==> config.mk <==
export PLATFORM = sky130hd
export DESIGN_NAME = rv32i_decode_execute
export DESIGN_NICKNAME = d
export VERILOG_FILES = /design/src/hw/rtl/rvde_pkg.sv /design/src/hw/rtl/rvde_decode.sv /design/src/hw/rtl/rvde_execute.sv /design/src/hw/rtl/rv32i_decode_execute.sv
export VERILOG_INCLUDE_DIRS = /design/src /design/src/hw/rtl
export SDC_FILE = /design/constraint.sdc
export NUM_CORES = 1
export LEC_CHECK = 0
export ABC_AREA = 1
export BUFFER_PORTS_ARGS = -buffer_cell sky130_fd_sc_hd__buf_2
export CORE_MARGIN = 2
export CORE_UTILIZATION = 32
export DETAILED_ROUTE_END_ITERATION = 16
export SYNTH_ARGS = -nofsm -noshare
export SYNTH_HDL_FRONTEND = slang
export SYNTH_SLANG_ARGS = --single-unit
export TNS_END_PERCENT = 5
==> constraint.sdc <==
create_clock -name clk_i -period 10.95 [get_ports clk_i]
set_input_delay 1.095 -clock clk_i [delete_from_list [all_inputs] [get_ports clk_i]]
set_output_delay 1.095 -clock clk_i [all_outputs]
set_load 0.005 [all_outputs]
==> src/hw/rtl/rv32i_decode_execute_assert.svh <==
// assertion macros for the rv32i decode/execute block
// expects clk_i and rst_ni in the scope where a macro is used
`ifndef RV32I_DECODE_EXECUTE_ASSERT_SVH
`define RV32I_DECODE_EXECUTE_ASSERT_SVH

// checked on every clock edge outside reset
`define RVDE_ASSERT(lbl, prop, msg) \
  lbl: assert property (@(posedge clk_i) disable iff (!rst_ni) prop) else $error(msg);

// checked on every clock edge, reset included
`define RVDE_ASSERT_ALWAYS(lbl, prop, msg) \
  lbl: assert property (@(posedge clk_i) prop) else $error(msg);

`endif

==> src/hw/rtl/rvde_pkg.sv <==
// shared types and constants for the rv32i decode/execute block
// opcodes, funct codes, memory and status codes, decode and result structs
package rvde_pkg;

  localparam logic [6:0] OPC_LUI    = 7'h37;
  localparam logic [6:0] OPC_AUIPC  = 7'h17;
  localparam logic [6:0] OPC_JAL    = 7'h6f;
  localparam logic [6:0] OPC_JALR   = 7'h67;
  localparam logic [6:0] OPC_BRANCH = 7'h63;
  localparam logic [6:0] OPC_LOAD   = 7'h03;
  localparam logic [6:0] OPC_STORE  = 7'h23;
  localparam logic [6:0] OPC_OP_IMM = 7'h13;
  localparam logic [6:0] OPC_OP     = 7'h33;

  localparam logic [2:0] F3_ADD  = 3'd0;
  localparam logic [2:0] F3_SLL  = 3'd1;
  localparam logic [2:0] F3_SLT  = 3'd2;
  localparam logic [2:0] F3_SLTU = 3'd3;
  localparam logic [2:0] F3_XOR  = 3'd4;
  localparam logic [2:0] F3_SR   = 3'd5;
  localparam logic [2:0] F3_OR   = 3'd6;
  localparam logic [2:0] F3_AND  = 3'd7;

  localparam logic [2:0] F3_BEQ  = 3'd0;
  localparam logic [2:0] F3_BNE  = 3'd1;
  localparam logic [2:0] F3_BLT  = 3'd4;
  localparam logic [2:0] F3_BGE  = 3'd5;
  localparam logic [2:0] F3_BLTU = 3'd6;
  localparam logic [2:0] F3_BGEU = 3'd7;

  localparam logic [2:0] F3_LB   = 3'd0;
  localparam logic [2:0] F3_LH   = 3'd1;
  localparam logic [2:0] F3_LW   = 3'd2;
  localparam logic [2:0] F3_LBU  = 3'd4;
  localparam logic [2:0] F3_LHU  = 3'd5;

  localparam logic [2:0] F3_SB   = 3'd0;
  localparam logic [2:0] F3_SH   = 3'd1;
  localparam logic [2:0] F3_SW   = 3'd2;

  localparam logic [2:0] F3_JALR = 3'd0;

  localparam logic [6:0] F7_ZERO = 7'h00;
  localparam logic [6:0] F7_ALT  = 7'h20;

  // addi x10, rs1, 255 marks the end of a program
  localparam logic [4:0]  HALT_RD  = 5'd10;
  localparam logic [31:0] HALT_IMM = 32'h0000_00ff;

  localparam logic [31:0] PC_STEP = 32'd4;

  typedef enum logic [3:0] {
    MEM_NONE = 4'd0,
    MEM_LB   = 4'd1,
    MEM_LH   = 4'd2,
    MEM_LW   = 4'd3,
    MEM_LBU  = 4'd4,
    MEM_LHU  = 4'd5,
    MEM_SB   = 4'd6,
    MEM_SH   = 4'd7,
    MEM_SW   = 4'd8
  } mem_kind_e;

  typedef enum logic [1:0] {
    ST_OK      = 2'd0,
    ST_ILLEGAL = 2'd1,
    ST_HALT    = 2'd2
  } status_e;

  typedef enum logic [3:0] {
    ALU_ADD  = 4'd0,
    ALU_SUB  = 4'd1,
    ALU_SLL  = 4'd2,
    ALU_SLT  = 4'd3,
    ALU_SLTU = 4'd4,
    ALU_XOR  = 4'd5,
    ALU_SRL  = 4'd6,
    ALU_SRA  = 4'd7,
    ALU_OR   = 4'd8,
    ALU_AND  = 4'd9
  } alu_op_e;

  typedef enum logic [1:0] {
    OPA_RS1  = 2'd0,
    OPA_PC   = 2'd1,
    OPA_ZERO = 2'd2
  } opa_sel_e;

  typedef struct packed {
    logic        legal;
    logic        halt;
    logic        has_rd;
    logic [4:0]  rd;
    alu_op_e     alu_op;
    opa_sel_e    a_sel;
    logic        use_imm;
    logic [31:0] imm;
    mem_kind_e   kind;
    logic        is_branch;
    logic        is_jal;
    logic        is_jalr;
    logic [2:0]  f3;
  } dec_t;

  typedef struct packed {
    status_e     status;
    logic [31:0] store_data;
    logic [31:0] mem_address;
    mem_kind_e   mem_kind;
    logic [31:0] next_pc;
    logic [31:0] wb_value;
    logic [4:0]  wb_reg;
    logic        wb_enable;
  } res_t;

endpackage

==> src/hw/rtl/rvde_decode.sv <==
// instruction decoder: rv32i matching for the opcodes in rvde_pkg, immediate build, control struct
// depends on rvde_pkg
module rvde_decode (
  input  logic [31:0]   instr_i,
  output rvde_pkg::dec_t dec_o
);

  logic [6:0]  opcode;
  logic [2:0]  f3;
  logic [6:0]  f7;
  logic [31:0] imm_i, imm_s, imm_b, imm_u, imm_j;

  assign opcode = instr_i[6:0];
  assign f3     = instr_i[14:12];
  assign f7     = instr_i[31:25];

  assign imm_i = {{20{instr_i[31]}}, instr_i[31:20]};
  assign imm_s = {{20{instr_i[31]}}, instr_i[31:25], instr_i[11:7]};
  assign imm_b = {{20{instr_i[31]}}, instr_i[7], instr_i[30:25], instr_i[11:8], 1'b0};
  assign imm_u = {instr_i[31:12], 12'b0};
  assign imm_j = {{12{instr_i[31]}}, instr_i[19:12], instr_i[20], instr_i[30:21], 1'b0};

  always_comb begin
    dec_o           = '0;
    dec_o.rd        = instr_i[11:7];
    dec_o.f3        = f3;
    dec_o.alu_op    = rvde_pkg::ALU_ADD;
    dec_o.a_sel     = rvde_pkg::OPA_RS1;
    dec_o.kind      = rvde_pkg::MEM_NONE;
    dec_o.imm       = imm_i;
    unique case (opcode)
      rvde_pkg::OPC_LUI: begin
        dec_o.legal   = 1'b1;
        dec_o.has_rd  = 1'b1;
        dec_o.a_sel   = rvde_pkg::OPA_ZERO;
        dec_o.use_imm = 1'b1;
        dec_o.imm     = imm_u;
      end
      rvde_pkg::OPC_AUIPC: begin
        dec_o.legal   = 1'b1;
        dec_o.has_rd  = 1'b1;
        dec_o.a_sel   = rvde_pkg::OPA_PC;
        dec_o.use_imm = 1'b1;
        dec_o.imm     = imm_u;
      end
      rvde_pkg::OPC_JAL: begin
        dec_o.legal  = 1'b1;
        dec_o.has_rd = 1'b1;
        dec_o.is_jal = 1'b1;
        dec_o.imm    = imm_j;
      end
      rvde_pkg::OPC_JALR: begin
        dec_o.legal   = (f3 == rvde_pkg::F3_JALR);
        dec_o.has_rd  = 1'b1;
        dec_o.is_jalr = 1'b1;
        dec_o.use_imm = 1'b1;
      end
      rvde_pkg::OPC_BRANCH: begin
        dec_o.legal     = (f3 == rvde_pkg::F3_BEQ) || (f3 == rvde_pkg::F3_BNE) ||
                          (f3 == rvde_pkg::F3_BLT) || (f3 == rvde_pkg::F3_BGE) ||
                          (f3 == rvde_pkg::F3_BLTU) || (f3 == rvde_pkg::F3_BGEU);
        dec_o.is_branch = 1'b1;
        dec_o.imm       = imm_b;
      end
      rvde_pkg::OPC_LOAD: begin
        dec_o.has_rd  = 1'b1;
        dec_o.use_imm = 1'b1;
        dec_o.legal   = 1'b1;
        unique case (f3)
          rvde_pkg::F3_LB:  dec_o.kind = rvde_pkg::MEM_LB;
          rvde_pkg::F3_LH:  dec_o.kind = rvde_pkg::MEM_LH;
          rvde_pkg::F3_LW:  dec_o.kind = rvde_pkg::MEM_LW;
          rvde_pkg::F3_LBU: dec_o.kind = rvde_pkg::MEM_LBU;
          rvde_pkg::F3_LHU: dec_o.kind = rvde_pkg::MEM_LHU;
          default:          dec_o.legal = 1'b0;
        endcase
      end
      rvde_pkg::OPC_STORE: begin
        dec_o.use_imm = 1'b1;
        dec_o.imm     = imm_s;
        dec_o.legal   = 1'b1;
        unique case (f3)
          rvde_pkg::F3_SB: dec_o.kind = rvde_pkg::MEM_SB;
          rvde_pkg::F3_SH: dec_o.kind = rvde_pkg::MEM_SH;
          rvde_pkg::F3_SW: dec_o.kind = rvde_pkg::MEM_SW;
          default:         dec_o.legal = 1'b0;
        endcase
      end
      rvde_pkg::OPC_OP_IMM: begin
        dec_o.legal   = 1'b1;
        dec_o.has_rd  = 1'b1;
        dec_o.use_imm = 1'b1;
        unique case (f3)
          rvde_pkg::F3_ADD: begin
            dec_o.alu_op = rvde_pkg::ALU_ADD;
            dec_o.halt   = (instr_i[11:7] == rvde_pkg::HALT_RD) &&
                           (imm_i == rvde_pkg::HALT_IMM);
          end
          rvde_pkg::F3_SLT:  dec_o.alu_op = rvde_pkg::ALU_SLT;
          rvde_pkg::F3_SLTU: dec_o.alu_op = rvde_pkg::ALU_SLTU;
          rvde_pkg::F3_XOR:  dec_o.alu_op = rvde_pkg::ALU_XOR;
          rvde_pkg::F3_OR:   dec_o.alu_op = rvde_pkg::ALU_OR;
          rvde_pkg::F3_AND:  dec_o.alu_op = rvde_pkg::ALU_AND;
          rvde_pkg::F3_SLL: begin
            dec_o.alu_op = rvde_pkg::ALU_SLL;
            dec_o.legal  = (f7 == rvde_pkg::F7_ZERO);
          end
          default: begin
            // shift right, logical or arithmetic by funct7
            dec_o.alu_op = (f7 == rvde_pkg::F7_ALT) ? rvde_pkg::ALU_SRA : rvde_pkg::ALU_SRL;
            dec_o.legal  = (f7 == rvde_pkg::F7_ZERO) || (f7 == rvde_pkg::F7_ALT);
          end
        endcase
      end
      rvde_pkg::OPC_OP: begin
        dec_o.has_rd = 1'b1;
        dec_o.legal  = 1'b1;
        unique case (f3)
          rvde_pkg::F3_ADD:  dec_o.alu_op = rvde_pkg::ALU_ADD;
          rvde_pkg::F3_SLL:  dec_o.alu_op = rvde_pkg::ALU_SLL;
          rvde_pkg::F3_SLT:  dec_o.alu_op = rvde_pkg::ALU_SLT;
          rvde_pkg::F3_SLTU: dec_o.alu_op = rvde_pkg::ALU_SLTU;
          rvde_pkg::F3_XOR:  dec_o.alu_op = rvde_pkg::ALU_XOR;
          rvde_pkg::F3_SR:   dec_o.alu_op = rvde_pkg::ALU_SRL;
          rvde_pkg::F3_OR:   dec_o.alu_op = rvde_pkg::ALU_OR;
          default:           dec_o.alu_op = rvde_pkg::ALU_AND;
        endcase
        if (f7 == rvde_pkg::F7_ALT) begin
          // only sub and sra use the alternate funct7
          if (f3 == rvde_pkg::F3_ADD) begin
            dec_o.alu_op = rvde_pkg::ALU_SUB;
          end else if (f3 == rvde_pkg::F3_SR) begin
            dec_o.alu_op = rvde_pkg::ALU_SRA;
          end else begin
            dec_o.legal = 1'b0;
          end
        end else if (f7 != rvde_pkg::F7_ZERO) begin
          dec_o.legal = 1'b0;
        end
      end
      default: dec_o.legal = 1'b0;
    endcase
  end

endmodule

==> src/hw/rtl/rvde_execute.sv <==
// execute logic: alu, branch compare, next pc, memory request, result fields
// depends on rvde_pkg
module rvde_execute (
  input  rvde_pkg::dec_t dec_i,
  input  logic [31:0]    pc_i,
  input  logic [31:0]    rs1_i,
  input  logic [31:0]    rs2_i,
  output rvde_pkg::res_t res_o
);

  logic [31:0] op_a, op_b, alu_res, seq_pc, target_pc, npc;
  logic [4:0]  shamt;
  logic        take, is_load, is_store;

  always_comb begin
    unique case (dec_i.a_sel)
      rvde_pkg::OPA_RS1: op_a = rs1_i;
      rvde_pkg::OPA_PC:  op_a = pc_i;
      default:           op_a = '0;
    endcase
  end

  assign op_b  = dec_i.use_imm ? dec_i.imm : rs2_i;
  assign shamt = op_b[4:0];

  always_comb begin
    unique case (dec_i.alu_op)
      rvde_pkg::ALU_ADD:  alu_res = op_a + op_b;
      rvde_pkg::ALU_SUB:  alu_res = op_a - op_b;
      rvde_pkg::ALU_SLL:  alu_res = op_a << shamt;
      rvde_pkg::ALU_SLT:  alu_res = {31'b0, $signed(op_a) < $signed(op_b)};
      rvde_pkg::ALU_SLTU: alu_res = {31'b0, op_a < op_b};
      rvde_pkg::ALU_XOR:  alu_res = op_a ^ op_b;
      rvde_pkg::ALU_SRL:  alu_res = op_a >> shamt;
      rvde_pkg::ALU_SRA:  alu_res = $unsigned($signed(op_a) >>> shamt);
      rvde_pkg::ALU_OR:   alu_res = op_a | op_b;
      rvde_pkg::ALU_AND:  alu_res = op_a & op_b;
      default:            alu_res = '0;
    endcase
  end

  always_comb begin
    unique case (dec_i.f3)
      rvde_pkg::F3_BEQ:  take = (rs1_i == rs2_i);
      rvde_pkg::F3_BNE:  take = (rs1_i != rs2_i);
      rvde_pkg::F3_BLT:  take = $signed(rs1_i) < $signed(rs2_i);
      rvde_pkg::F3_BGE:  take = $signed(rs1_i) >= $signed(rs2_i);
      rvde_pkg::F3_BLTU: take = rs1_i < rs2_i;
      rvde_pkg::F3_BGEU: take = rs1_i >= rs2_i;
      default:           take = 1'b0;
    endcase
  end

  assign seq_pc    = pc_i + rvde_pkg::PC_STEP;
  assign target_pc = pc_i + dec_i.imm;

  always_comb begin
    priority if (dec_i.is_jalr) begin
      // alu holds rs1 + imm, bit 0 cleared
      npc = {alu_res[31:1], 1'b0};
    end else if (dec_i.is_jal || (dec_i.is_branch && take)) begin
      npc = target_pc;
    end else begin
      npc = seq_pc;
    end
  end

  assign is_load  = (dec_i.kind == rvde_pkg::MEM_LB) || (dec_i.kind == rvde_pkg::MEM_LH) ||
                    (dec_i.kind == rvde_pkg::MEM_LW) || (dec_i.kind == rvde_pkg::MEM_LBU) ||
                    (dec_i.kind == rvde_pkg::MEM_LHU);
  assign is_store = (dec_i.kind == rvde_pkg::MEM_SB) || (dec_i.kind == rvde_pkg::MEM_SH) ||
                    (dec_i.kind == rvde_pkg::MEM_SW);

  always_comb begin
    res_o         = '0;
    res_o.next_pc = seq_pc;
    res_o.mem_kind = rvde_pkg::MEM_NONE;
    res_o.status  = rvde_pkg::ST_OK;
    if (!dec_i.legal) begin
      res_o.status = rvde_pkg::ST_ILLEGAL;
    end else if (dec_i.halt) begin
      res_o.status = rvde_pkg::ST_HALT;
    end else begin
      res_o.wb_enable   = dec_i.has_rd && (dec_i.rd != 5'd0);
      res_o.wb_reg      = dec_i.has_rd ? dec_i.rd : 5'd0;
      res_o.next_pc     = npc;
      res_o.mem_kind    = dec_i.kind;
      res_o.mem_address = (is_load || is_store) ? alu_res : 32'd0;
      res_o.store_data  = is_store ? rs2_i : 32'd0;
      priority if (dec_i.is_jal || dec_i.is_jalr) begin
        res_o.wb_value = seq_pc;
      end else if (is_load || is_store || dec_i.is_branch) begin
        res_o.wb_value = '0;
      end else begin
        res_o.wb_value = alu_res;
      end
    end
  end

endmodule

==> src/hw/rtl/rv32i_decode_execute.sv <==
// rv32i decode/execute top: input register, decode, execute, result register
// depends on rvde_pkg, rvde_decode, rvde_execute, rv32i_decode_execute_assert.svh
//
// channel  dir  fields (tdata, lowest bit first)
// s_axis   in   instruction[31:0] pc[63:32] rs1_value[95:64] rs2_value[127:96]
// m_axis   out  wb_enable[0] wb_reg[5:1] wb_value[37:6] next_pc[69:38]
//               mem_kind[73:70] mem_address[105:74] store_data[137:106]
//               status[139:138], zeros[143:140]
//
// one item per cycle sustained while m_axis does not stall; an accepted item is held in
// the stage one register and then in the result register, which drives m_axis
// stage one registers the input item, decode and execute run between that register
// and the result register; stages advance whenever the next one is empty or drains
// reset clears both stage valid flags; payload registers are not reset
// a stall on m_axis holds the result register and, once stage one is full, s_axis
`include "rv32i_decode_execute_assert.svh"
module rv32i_decode_execute (
  input  logic         clk_i,
  input  logic         rst_ni,
  input  logic         s_axis_tvalid_i,
  output logic         s_axis_tready_o,
  // instruction, pc, rs1_value, rs2_value
  input  logic [127:0] s_axis_tdata_i,
  output logic         m_axis_tvalid_o,
  input  logic         m_axis_tready_i,
  // wb_enable, wb_reg, wb_value, next_pc, mem_kind, mem_address, store_data, status
  output logic [143:0] m_axis_tdata_o
);

  logic           in_valid_q;
  logic [127:0]   in_data_q;
  logic           out_valid_q;
  rvde_pkg::res_t res_q, res_d;
  rvde_pkg::dec_t dec;
  logic           out_ready, in_ready;
  logic           res_fault, res_side_effect, res_store;

  assign out_ready       = !out_valid_q || m_axis_tready_i;
  assign in_ready        = !in_valid_q || out_ready;
  assign s_axis_tready_o = in_ready;

  always_ff @(posedge clk_i or negedge rst_ni) begin
    if (!rst_ni) begin
      in_valid_q  <= 1'b0;
      out_valid_q <= 1'b0;
    end else begin
      if (in_ready) begin
        in_valid_q <= s_axis_tvalid_i;
      end
      if (out_ready) begin
        out_valid_q <= in_valid_q;
      end
    end
  end

  always_ff @(posedge clk_i) begin
    if (in_ready && s_axis_tvalid_i) begin
      in_data_q <= s_axis_tdata_i;
    end
    if (out_ready && in_valid_q) begin
      res_q <= res_d;
    end
  end

  rvde_decode u_decode (
    .instr_i (in_data_q[31:0]),
    .dec_o   (dec)
  );

  rvde_execute u_execute (
    .dec_i (dec),
    .pc_i  (in_data_q[63:32]),
    .rs1_i (in_data_q[95:64]),
    .rs2_i (in_data_q[127:96]),
    .res_o (res_d)
  );

  assign m_axis_tvalid_o = out_valid_q;
  assign m_axis_tdata_o  = {4'b0, res_q};

  assign res_fault       = (res_q.status != rvde_pkg::ST_OK);
  assign res_side_effect = res_q.wb_enable || (res_q.mem_kind != rvde_pkg::MEM_NONE);
  assign res_store       = (res_q.mem_kind == rvde_pkg::MEM_SB) ||
                           (res_q.mem_kind == rvde_pkg::MEM_SH) ||
                           (res_q.mem_kind == rvde_pkg::MEM_SW);

  `RVDE_ASSERT_ALWAYS(a_reset_no_result, !rst_ni |=> !m_axis_tvalid_o, "result valid in reset")
  `RVDE_ASSERT(a_stage_advance, in_valid_q && out_ready |=> out_valid_q, "stage one item lost")
  `RVDE_ASSERT(a_x0_no_write, out_valid_q && res_q.wb_enable |-> res_q.wb_reg != 5'd0, "x0 write")
  `RVDE_ASSERT(a_fault_quiet, out_valid_q && res_fault |-> !res_side_effect, "fault side effect")
  `RVDE_ASSERT(a_store_no_wb, out_valid_q && res_store |-> !res_q.wb_enable, "store writes back")

endmodule
### Word-level counts from Yosys, hierarchy flattened

Index checks and enable logic that the tools add are counted.

| cells by class | value |
|---|---|
| add/subtract/negate cells | 4 |
| eq/ne operators | 39 |
| mux-type cells | 39 |
| reduce and logical (&&, ||, !) cells | 42 |
| shift operators | 3 |
| order comparisons | 6 |
| bitwise operators | 7 |

Operator list:

| kind | count |
|---|---|
| $pmux W32 S10 | 1 |
| $mux W32 | 5 |
| $mux W70 | 2 |
| $lt A32 B32 Y1 | 4 |
| $pmux W31 S4 | 1 |
| $add A32 B32 Y32 | 2 |
| $ge A32 B32 Y1 | 2 |
| $pmux W32 S2 | 1 |
| $pmux W4 S7 | 2 |
| $add A32 B3 Y32 const B | 1 |
| $and A32 B32 Y32 | 1 |
| $eq A32 B32 Y1 | 1 |
| $eq A32 B8 Y1 const B | 1 |
| $eq A4 B3 Y1 const B | 8 |
| $ne A32 B32 Y1 | 1 |
| $or A32 B32 Y32 | 1 |
| $shl A32 B5 Y32 | 1 |
| $shr A32 B5 Y32 | 1 |
| $sshr A32 B5 Y32 | 1 |
| $sub A32 B32 Y32 | 1 |
| $xor A32 B32 Y32 | 1 |
| $eq A7 B6 Y1 const B | 4 |
| $eq A7 B7 Y1 const B | 3 |
| $logic_or A1 B1 Y1 | 18 |
| 35 further kinds | 76 |

| word-level totals | value |
|---|---|
| output and inout port bits | 146 |
| register bits after elaboration | 270 |
| logic and storage cells | 151 |
| input bits | 132 |

### Longest topological paths before layout

Gate-level depths: netlist (run 1).

| logic depth | value |
|---|---|
| depth after elaboration | 14 |
| gate-level depth with buffers | 32 |
| gate-level depth less buffers | 30 |

### Modules after synthesis

From an unflattened synthesis (run 1), not the netlist that was laid out.

| unflattened totals | value |
|---|---|
| cells, all modules | 3505 |
| area total of the unflattened synthesis | 24578.6 um2 |

By module, submodules not included:

| module | sequential area each (um2) | instances | area each (um2) | cells each |
|---|---|---|---|---|
| rvde_execute | 0.0 | 1 | 15492.4 | 3032 |
| rv32i_decode_execute | 8097.8 | 1 | 8176.6 | 285 |
| rvde_decode | 0.0 | 1 | 909.6 | 188 |

### Least setup slack after synthesis (run 1)

No wires, ideal clock.

| path | value |
|---|---|
| kind | input-to-reg |
| start | input port m_axis_tready_i |
| end | register res_q, in the netlist m_axis_tdata_o[0] (enable) |
| data required time | 10265 ps |
| slack | 2399 ps |
| stages | 2 |
| library setup time | 685 ps |
| path buffers | 0 |
| data arrival time | 7866 ps |
| path through | inv_1 > a21oi_1 |

| on the way | value |
|---|---|
| word-level cells in the longest chain between the ends | 2 |

Ends and longest elaborated chain:

| item | RTL line | source |
|---|---|---|
| start, declared | rv32i_decode_execute.sv:25 | `input logic m_axis_tready_i,` |
| $logic_or A1 B1 Y1 | rv32i_decode_execute.sv:38 | `assign out_ready = !out_valid_q \|\| m_axis_tready_i;` |
| $logic_and A1 B1 Y1 | rv32i_decode_execute.sv:60 | `if (out_ready && in_valid_q) begin` |
| end signal, assigned | rv32i_decode_execute.sv:61 | `res_q <= res_d;` |
| end, declared | rv32i_decode_execute.sv:33 | `rvde_pkg::res_t res_q, res_d;` |

Every way passes these cells.
A chain may end at the register's enable or synchronous reset.

### Worst setup path after layout (run 1)

| path | value |
|---|---|
| start | register in_data_q[6] |
| end | register res_q, in the netlist m_axis_tdata_o[16] (data pin) |

| on the way | value |
|---|---|
| word-level cells in the longest chain between the ends | 11 |
| elaborated cells between the ends (all ways) | 66 |
| classes of those cells | add/sub: 2; eq/ne: 27; shift: 3; mux: 15; bitwise: 4; reduce/logical: 15 |

Ends and longest elaborated chain:

| item | RTL line | source |
|---|---|---|
| start, declared | rv32i_decode_execute.sv:31 | `logic [127:0] in_data_q;` |
| start signal, assigned | rv32i_decode_execute.sv:58 | `in_data_q <= s_axis_tdata_i;` |
| branches (longest 11 deep; another with $sub A32 B32 Y32) | n/a |  |

Several ways; the timed one is not identified.

==> impl_metrics.py, run 1 <==
metrics = {
    "run_status": {
        "outcome": "completed",
    },
    "global_route": {
        "grt_max_degree": 78,
        "grt_use_total_pct": 29.3,
        "grt-ovfl-total": 0,
        "grt_antenna_before_repair": 2,
        "grt_pass1_wl_um": 166000,
        "grt_pass1_vias": 23733,
    },
    "routing": {
        "first_pass_iters": 6,
        "wl_um": 116000,
        "ant_nets": 0,
        "viasPerCell": 5.53,
        "drt_iter0_drc": 3348,
        "vias": 25187,
        "wire_per_inst_um": 25.5,
        "drc": 0,
    },
    "critical_path": {
        "worst_path_most_repeated_cell": "o21ai_0",
        "worstPathRequired_ns": 11.26,
        "crit_type": "reg -> reg",
        "r2r_cells": 16,
        "crit_buf_inv": 2,
        "path_delay_family": "compound AO/OA/AOI/OAI gates",
        "cp.arrival_ns": 6.34,
        "crit_chain": "nor2_1 > nand3_2 > inv_2 > nor2_1 > nand2_1 > o21ai_0 > ha_1 > inv_1 > o21ai_0 > a21oi_1 > o21ai_0 > o211ai_1 > a211oi_1 > nand3_1 > nand2_1 > a21oi_1",
        "rrSetupSlack_ns": 4.92,
        "max_stage_delay_ns": 0.81,
        "slowest_stage": "a211oi_1",
        "setup.worst_path.end_class": "flop",
        "worst_setup_path_start_kind": "flop",
        "r2r_end": "m_axis_tdata_o[16]$_SDFFCE_PP0P_",
        "path_max_fanout": 41,
        "timing.rr.start": "in_data_q[6]$_DFFE_PP_",
    },
    "synth": {
        "syn_area_mm2": 0.0239,
        "synthCells": 3372,
        "async_flop_share_pct": 0.741,
        "synth-seq-area-share_pct": 33.9,
        "synthDistinctLibCells": 59,
        "ys_warn_count": 0,
        "synth-main-ff-cell": "edfxtp_1",
        "avgSynthCellArea_um2": 7.09,
        "synth_edf_count": 268,
        "ys_ff_latch": 270,
    },
    "flow_run": {
        "drv_cap": 0,
    },
    "timing": {
        "finalSetupViolCount": 0,
        "fin_crit_ns": 6.03,
        "fin_worst_skew_ns": 0.0328,
        "finalSetupTns_ns": 0,
        "slew_viol_final": 0,
        "worst_pin_slew_ns": 1.06,
        "rsz0062_at_grt": "false",
        "fmax_ghz": 0.166,
        "min_period_over_period_pct": 55.1,
        "relSlewSlack_pct": 29.0,
        "hold_violations": 0,
    },
    "floorplanning": {
        "die_w_um": 277,
        "die_h_um": 277,
        "row_count": 100,
        "initial_utilization_pct": 32.2,
        "coreArea_mm2": 0.0742,
        "die_area_mm2": 0.0769,
        "ios": 278,
    },
    "clock_tree": {
        "clkTransAtPathRegs_ns": 0.06,
        "hold_buffers": 0,
        "numCtsBuffers": 29,
        "cts.sinks": 270,
        "cts_tree": "built",
        "clkLatencyLatePin_ns": 0.60,
        "clk_path_buf_depth": 3,
        "clockRootBuffer": "clkbuf_16",
        "post_cts.repair.setup_buffers": 0,
        "htreeDepth": 1,
        "cts_resized": 0,
    },
    "layout": {
        "seq_area_mm2": 0.00810,
        "syn_to_final_growth_pct": 12.3,
        "fillers": 7999,
        "fin_nets": 3862,
        "drive_above_1_share_pct": 12.0,
        "stdcell_count": 4556,
        "diodes": 0,
        "multi_input_area_mm2": 0.0136,
    },
    "min_path": {
        "holdCritPathClass": "in -> async",
    },
    "power_and_ir_drop": {
        "leakagePower_uw": 0.0125,
        "irDropWorstVdd_v": 0.000105,
        "powerDensity_mw_per_mm2": 133,
    },
    "placed_design": {
        "dp_cells": 4503,
        "hpwlAfterDp_um": 94900,
        "portBuffers": 273,
        "gp_congestion": 1.05,
    },
}
power by group:
part | switching (µW) | internal (µW) | total (µW)
registers | 65.2 | 1250 | 1310
clock network | 427 | 492 | 918
logic | 982 | 369 | 1350
worst max-delay path by stage:
stage | from | endpoint | slack (ns) | depth (start not counted)
2_1_floorplan | m_axis_tready_i | m_axis_tdata_o[0]$_SDFFCE_PP0P_ | 2.40 | 2
3_3_place_gp | in_data_q[5]$_DFFE_PP_ | m_axis_tdata_o[56]$_DFFE_PP_ | 5.10 | 23
3_5_place_dp | in_data_q[6]$_DFFE_PP_ | m_axis_tdata_o[16]$_SDFFCE_PP0P_ | 5.13 | 19
4_1_cts | in_data_q[6]$_DFFE_PP_ | m_axis_tdata_o[16]$_SDFFCE_PP0P_ | 5.12 | 19
5_1_grt | in_data_q[6]$_DFFE_PP_ | m_axis_tdata_o[56]$_DFFE_PP_ | 4.55 | 18
6_report | in_data_q[6]$_DFFE_PP_ | m_axis_tdata_o[16]$_SDFFCE_PP0P_ | 4.92 | 16
per-stage QoR:
| stage | hold slack, ns | total power, µW | setup slack, ns | instance area (µm²) | utilization, % |
|---|---|---|---|---|---|
| after floorplan | 0.447 | 2130 | 2.40 | 23900 | - |
| after global placement | 0.495 | 2650 | 5.10 | 26000 | 35.0 |
| after detailed placement | 0.511 | 2640 | 5.13 | 26000 | 35.0 |
| after CTS | 0.257 | 3560 | 5.12 | 26900 | 36.2 |
| after global routing | 0.265 | 3740 | 4.55 | 26900 | 36.2 |
| final | 0.283 | 3580 | 4.92 | 26900 | 36.2 |
Yosys cell counts, types with 8 or more instances:
cell      instances  area, µm²
nand3_1         459       2300
nand2_1         837       3140
o21bai_1         14        105
edfxtp_1        268       8050
o21ai_1          34        170
a21o_1            9       67.6
inv_1           395       1480
buf_2            50        250
inv_2            19       71.3
a31oi_1          10       62.6
clkbuf_1         54        203
nand2_2          21        131
nor2_2           10       62.6
nor4_1           11       68.8
a21oi_1         245       1230
o211ai_1         29        218
nand3_2          13        130
o21ai_0         153        766
nand4_1          43        269
nor2_1          271       1020
nor3_1           33        165
ha_1            162       2030
o22ai_1          44        275
o21a_1            8       60.1
buf_6             8       90.1
buf_4            16        120
xor2_1           58        508
registers in the layout, summed over array words and instances (netlist names):
name,flops
in_data_q,128
in_valid_q,1
m_axis_tdata_o,140
m_axis_tvalid_o,1
cell families after synthesis:
group	Yosys count	synth area share, %
other	1	0.0157
AND/OR/NAND/NOR	1737	31.9
buffers and inverters	553	9.45
flip-flops	270	33.9
AO/OA/AOI/OAI	581	13.7
XOR/XNOR	65	2.38
adder cells (fa/ha/maj)	165	8.73
layer usage:
metal  up-vias  track usage, %  part of all wire, %
met3       237            4.49                  8.3
met2      1303            44.9                   43
li1      11734               -                    -
met5         -               0                    0
met4         0            16.2                  6.4
met1     11913            39.6                   42
area by class of cell:
class / count / share of cell area (%)
multi-input combinational: 2552 / 50.6
sequential: 270 / 30.1
inverter: 418 / 5.85
clock inverter: 14 / 0.354
tap: 969 / 4.51
timing repair buffer: 294 / 5.67
clock buffer: 39 / 2.84
layout by cell type (no fill, tap or decap), drive strengths merged, types with 5 or more instances in the layout:
cell,Yosys,final
inv,414,417
nor2,285,285
o221ai,5,5
o21a,8,8
nand4,46,46
o22ai,49,49
o21ai,191,191
a21oi,246,246
o211ai,29,29
xnor2,7,7
xor2,58,58
clkinv,4,13
or2,10,10
edfxtp,268,268
a31oi,10,10
clkbuf,54,39
o21bai,14,14
a21o,9,9
buf,81,294
nand2,862,862
nand3b,7,7
a211oi,6,6
ha,162,162
a21boi,5,5
nand3,472,472
nor4,11,11
nor3,37,37
(Power assumes the default switching activity.)
==> inputs of run 2 (changes only) <==
clock period = 5.9 ns   (was 10.95 ns; I/O delays follow)
==> impl_metrics.py, run 2 (same netlist as run 1, synthesis figures left out) <==
metrics = {
    "timing": {
        "fin_crit_ns": 5.65,
        "finalSetupViolCount": 0,
        "hold_slack_ns": 0.147,
        "fin_worst_skew_ns": 0.0467,
        "slew_viol_final": 0,
        "worst_pin_slew_ns": 0.860,
        "min_period_over_period_pct": 95.7,
        "fmax_ghz": 0.177,
        "rsz0062_at_grt": "false",
        "fin_ws_ns": 0.254,
        "relSlewSlack_pct": 42.1,
        "hold_violations": 0,
        "finalSetupTns_ns": 0,
    },
    "clock_tree": {
        "clkLatencyLatePin_ns": 0.62,
        "cts_tree": "built",
        "clk_path_buf_depth": 3,
        "cts.sinks": 270,
        "numCtsBuffers": 30,
        "htreeDepth": 1,
        "clockRootBuffer": "clkbuf_16",
        "clkTransAtPathRegs_ns": 0.06,
        "post_cts.repair.setup_buffers": 0,
        "cts_resized": 0,
    },
    "global_route": {
        "grt-ovfl-total": 0,
        "met3_usage_pct": 4.23,
        "grt_use_met2_pct": 46.4,
        "grt_pass1_wl_um": 164000,
        "busiest_layer": "met2",
        "grt_pass1_vias": 23886,
        "grtUsageMet1_pct": 38.3,
        "grt_max_degree": 141,
        "grt_use_total_pct": 29.0,
        "grt_antenna_before_repair": 0,
    },
    "critical_path": {
        "r2r_end": "m_axis_tdata_o[35]$_SDFFCE_PP0P_",
        "timing.rr.start": "in_data_q[6]$_DFFE_PP_",
        "path_delay_family": "simple AND/OR/NAND/NOR gates",
        "crit_type": "reg -> reg",
        "rrSetupSlack_ns": 0.25,
        "worst_path_most_repeated_cell": "nand2_1",
        "max_stage_delay_ns": 0.60,
        "setup.worst_path.end_class": "flop",
        "crit_chain": "nor2_1 > nand3_2 > inv_2 > buf_12 > nor2_1 > nand2_1 > o21ai_0 > ha_1 > nand2_1 > nor2_1 > o21ai_0 > nand2_1 > a31o_2 > nand2_1 > nand2_1 > nand2_1 > nand3_1 > nand2_1 > o21ai_0 > nand3b_1 > nand2_1 > a21oi_1",
        "cp_num_cells": 22,
        "crit_buf_inv": 2,
        "worstPathRequired_ns": 6.36,
        "slowest_stage": "ha_1",
        "cp.arrival_ns": 6.11,
        "worstSetupEndpoint": "m_axis_tdata_o[35]$_SDFFCE_PP0P_",
        "path_max_fanout": 28,
        "crit_start": "in_data_q[6]$_DFFE_PP_",
        "r2r_cells": 22,
        "worst_setup_path_start_kind": "flop",
    },
    "placed_design": {
        "gp_congestion": 1.06,
        "portBuffers": 273,
        "pre_cts_slack_ns": 0.487,
        "hpwlAfterDp_um": 95200,
        "dp_cells": 4524,
    },
    "routing": {
        "viasPerCell": 5.54,
        "ant_nets": 0,
        "vias": 25382,
        "drc": 0,
        "wl_um": 116000,
        "drt_iter0_drc": 3692,
        "first_pass_iters": 6,
        "wire_per_inst_um": 25.4,
    },
    "flow_run": {
        "drv_cap": 0,
    },
    "layout": {
        "syn_to_final_growth_pct": 13.6,
        "final_cell_mix": "nand2_1, nand3_1, inv_1",
        "drive_above_1_share_pct": 12.6,
        "final_common_cell": "nand2_1",
        "stdcell_count": 4578,
        "largest_reg_flops": 140,
        "seq_area_mm2": 0.00810,
        "multi_input_area_mm2": 0.0136,
        "fillers": 7992,
        "fin_nets": 3885,
    },
    "min_path": {
        "holdCritPathClass": "in -> reg",
    },
    "power_and_ir_drop": {
        "powerDensity_mw_per_mm2": 252,
        "switching_share_pct": 40.2,
        "irDropWorstVdd_v": 0.000231,
        "p_clk_share_pct": 27.4,
        "seqPwrFrac_pct": 35.6,
        "leakagePower_uw": 0.0127,
        "switchingPower_uw": 2750,
        "p_int_uw": 4090,
        "power_frac_comb_pct": 37.0,
    },
    "floorplanning": {
        "die_h_um": 277,
        "row_count": 100,
        "die_w_um": 277,
        "ios": 278,
        "initial_utilization_pct": 32.2,
        "die_area_mm2": 0.0769,
        "coreArea_mm2": 0.0742,
    },
    "run_status": {
        "outcome": "completed",
    },
}
[run 2: changes by cell type in the layout (fill, tap and decap cells not counted), moves of 2 or more]
cell        previous run  this run
buf_4                 21        40
clkbuf_1              10         5
bufinv_16              0         3
buf_12                 0         2
clkinv_2               0         2
clkinv_4               4         2
clkinvlp_4             2         0
[run 2: per-stage QoR]
step / instance area (µm²) / utilization [%] / power, µW
floorplan: 23900 / - / 3940
global placement: 26200 / 35.3 / 4940
detailed placement: 26200 / 35.3 / 4920
CTS: 27200 / 36.6 / 6800
global route: 27200 / 36.6 / 7140
finish: 27200 / 36.6 / 6840
[run 2: power by group through the flow]
stage / combinational (µW) / sequential [µW] / clock (µW)
finish: 2530 / 2440 / 1870
global route: 2720 / 2440 / 1970
CTS: 2460 / 2430 / 1910
detailed placement: 2450 / 2470 / 0
global placement: 2470 / 2470 / 0
floorplan: 1500 / 2440 / 0
[run 2: worst min path at each step]
| stage | slack [ns] | endpoint | cells past startpoint | from |
|---|---|---|---|---|
| finish | 0.15 | in_data_q[2]$_DFFE_PP_ | 1 | s_axis_tdata_i[2] |
| global route | 0.13 | in_data_q[50]$_DFFE_PP_ | 1 | s_axis_tdata_i[50] |
| CTS | 0.13 | in_data_q[0]$_DFFE_PP_ | 1 | s_axis_tdata_i[0] |
| detailed placement | 0.38 | m_axis_tvalid_o$_DFFE_PN0P_ | 1 | rst_ni |
| global placement | 0.38 | in_valid_q$_DFFE_PN0N_ | 1 | rst_ni |
| floorplan | 0.29 | in_valid_q$_DFFE_PN0N_ | 0 | rst_ni |
[run 2: area by class of cell]
type / instances / area share [%]
Antenna cell: 1 / 0.00921
Sequential cell: 270 / 29.8
Multi-Input combinational cell: 2552 / 50.1
Timing Repair Buffer: 316 / 6.32
Clock buffer: 35 / 2.83
Inverter: 418 / 5.78
Tap cell: 969 / 4.46
Clock inverter: 17 / 0.732
[run 2: worst register-to-register path, stage by stage (launching register included)]
cell	delay, ns
edfxtp_1	0.43
nor2_1	0.15
nand3_2	0.25
inv_2	0.57
buf_12	0.23
nor2_1	0.13
nand2_1	0.10
o21ai_0	0.28
ha_1	0.60
nand2_1	0.16
nor2_1	0.37
o21ai_0	0.17
nand2_1	0.19
a31o_2	0.18
nand2_1	0.07
nand2_1	0.13
nand2_1	0.15
nand3_1	0.10
nand2_1	0.05
o21ai_0	0.55
nand3b_1	0.41
nand2_1	0.09
a21oi_1	0.13
[run 2: what timing repair did]
action                                 CTS  global route
hold buffers                             1             0
endpoints found under the hold margin    2             0
setup endpoints to repair                0             0
[run 2: metal layers]
metal / vias to the layer above / part of all wire, %
met5: - / 0
met4: 0 / 5.7
met3: 232 / 8.4
met2: 1311 / 45
met1: 12041 / 41
li1: 11798 / -
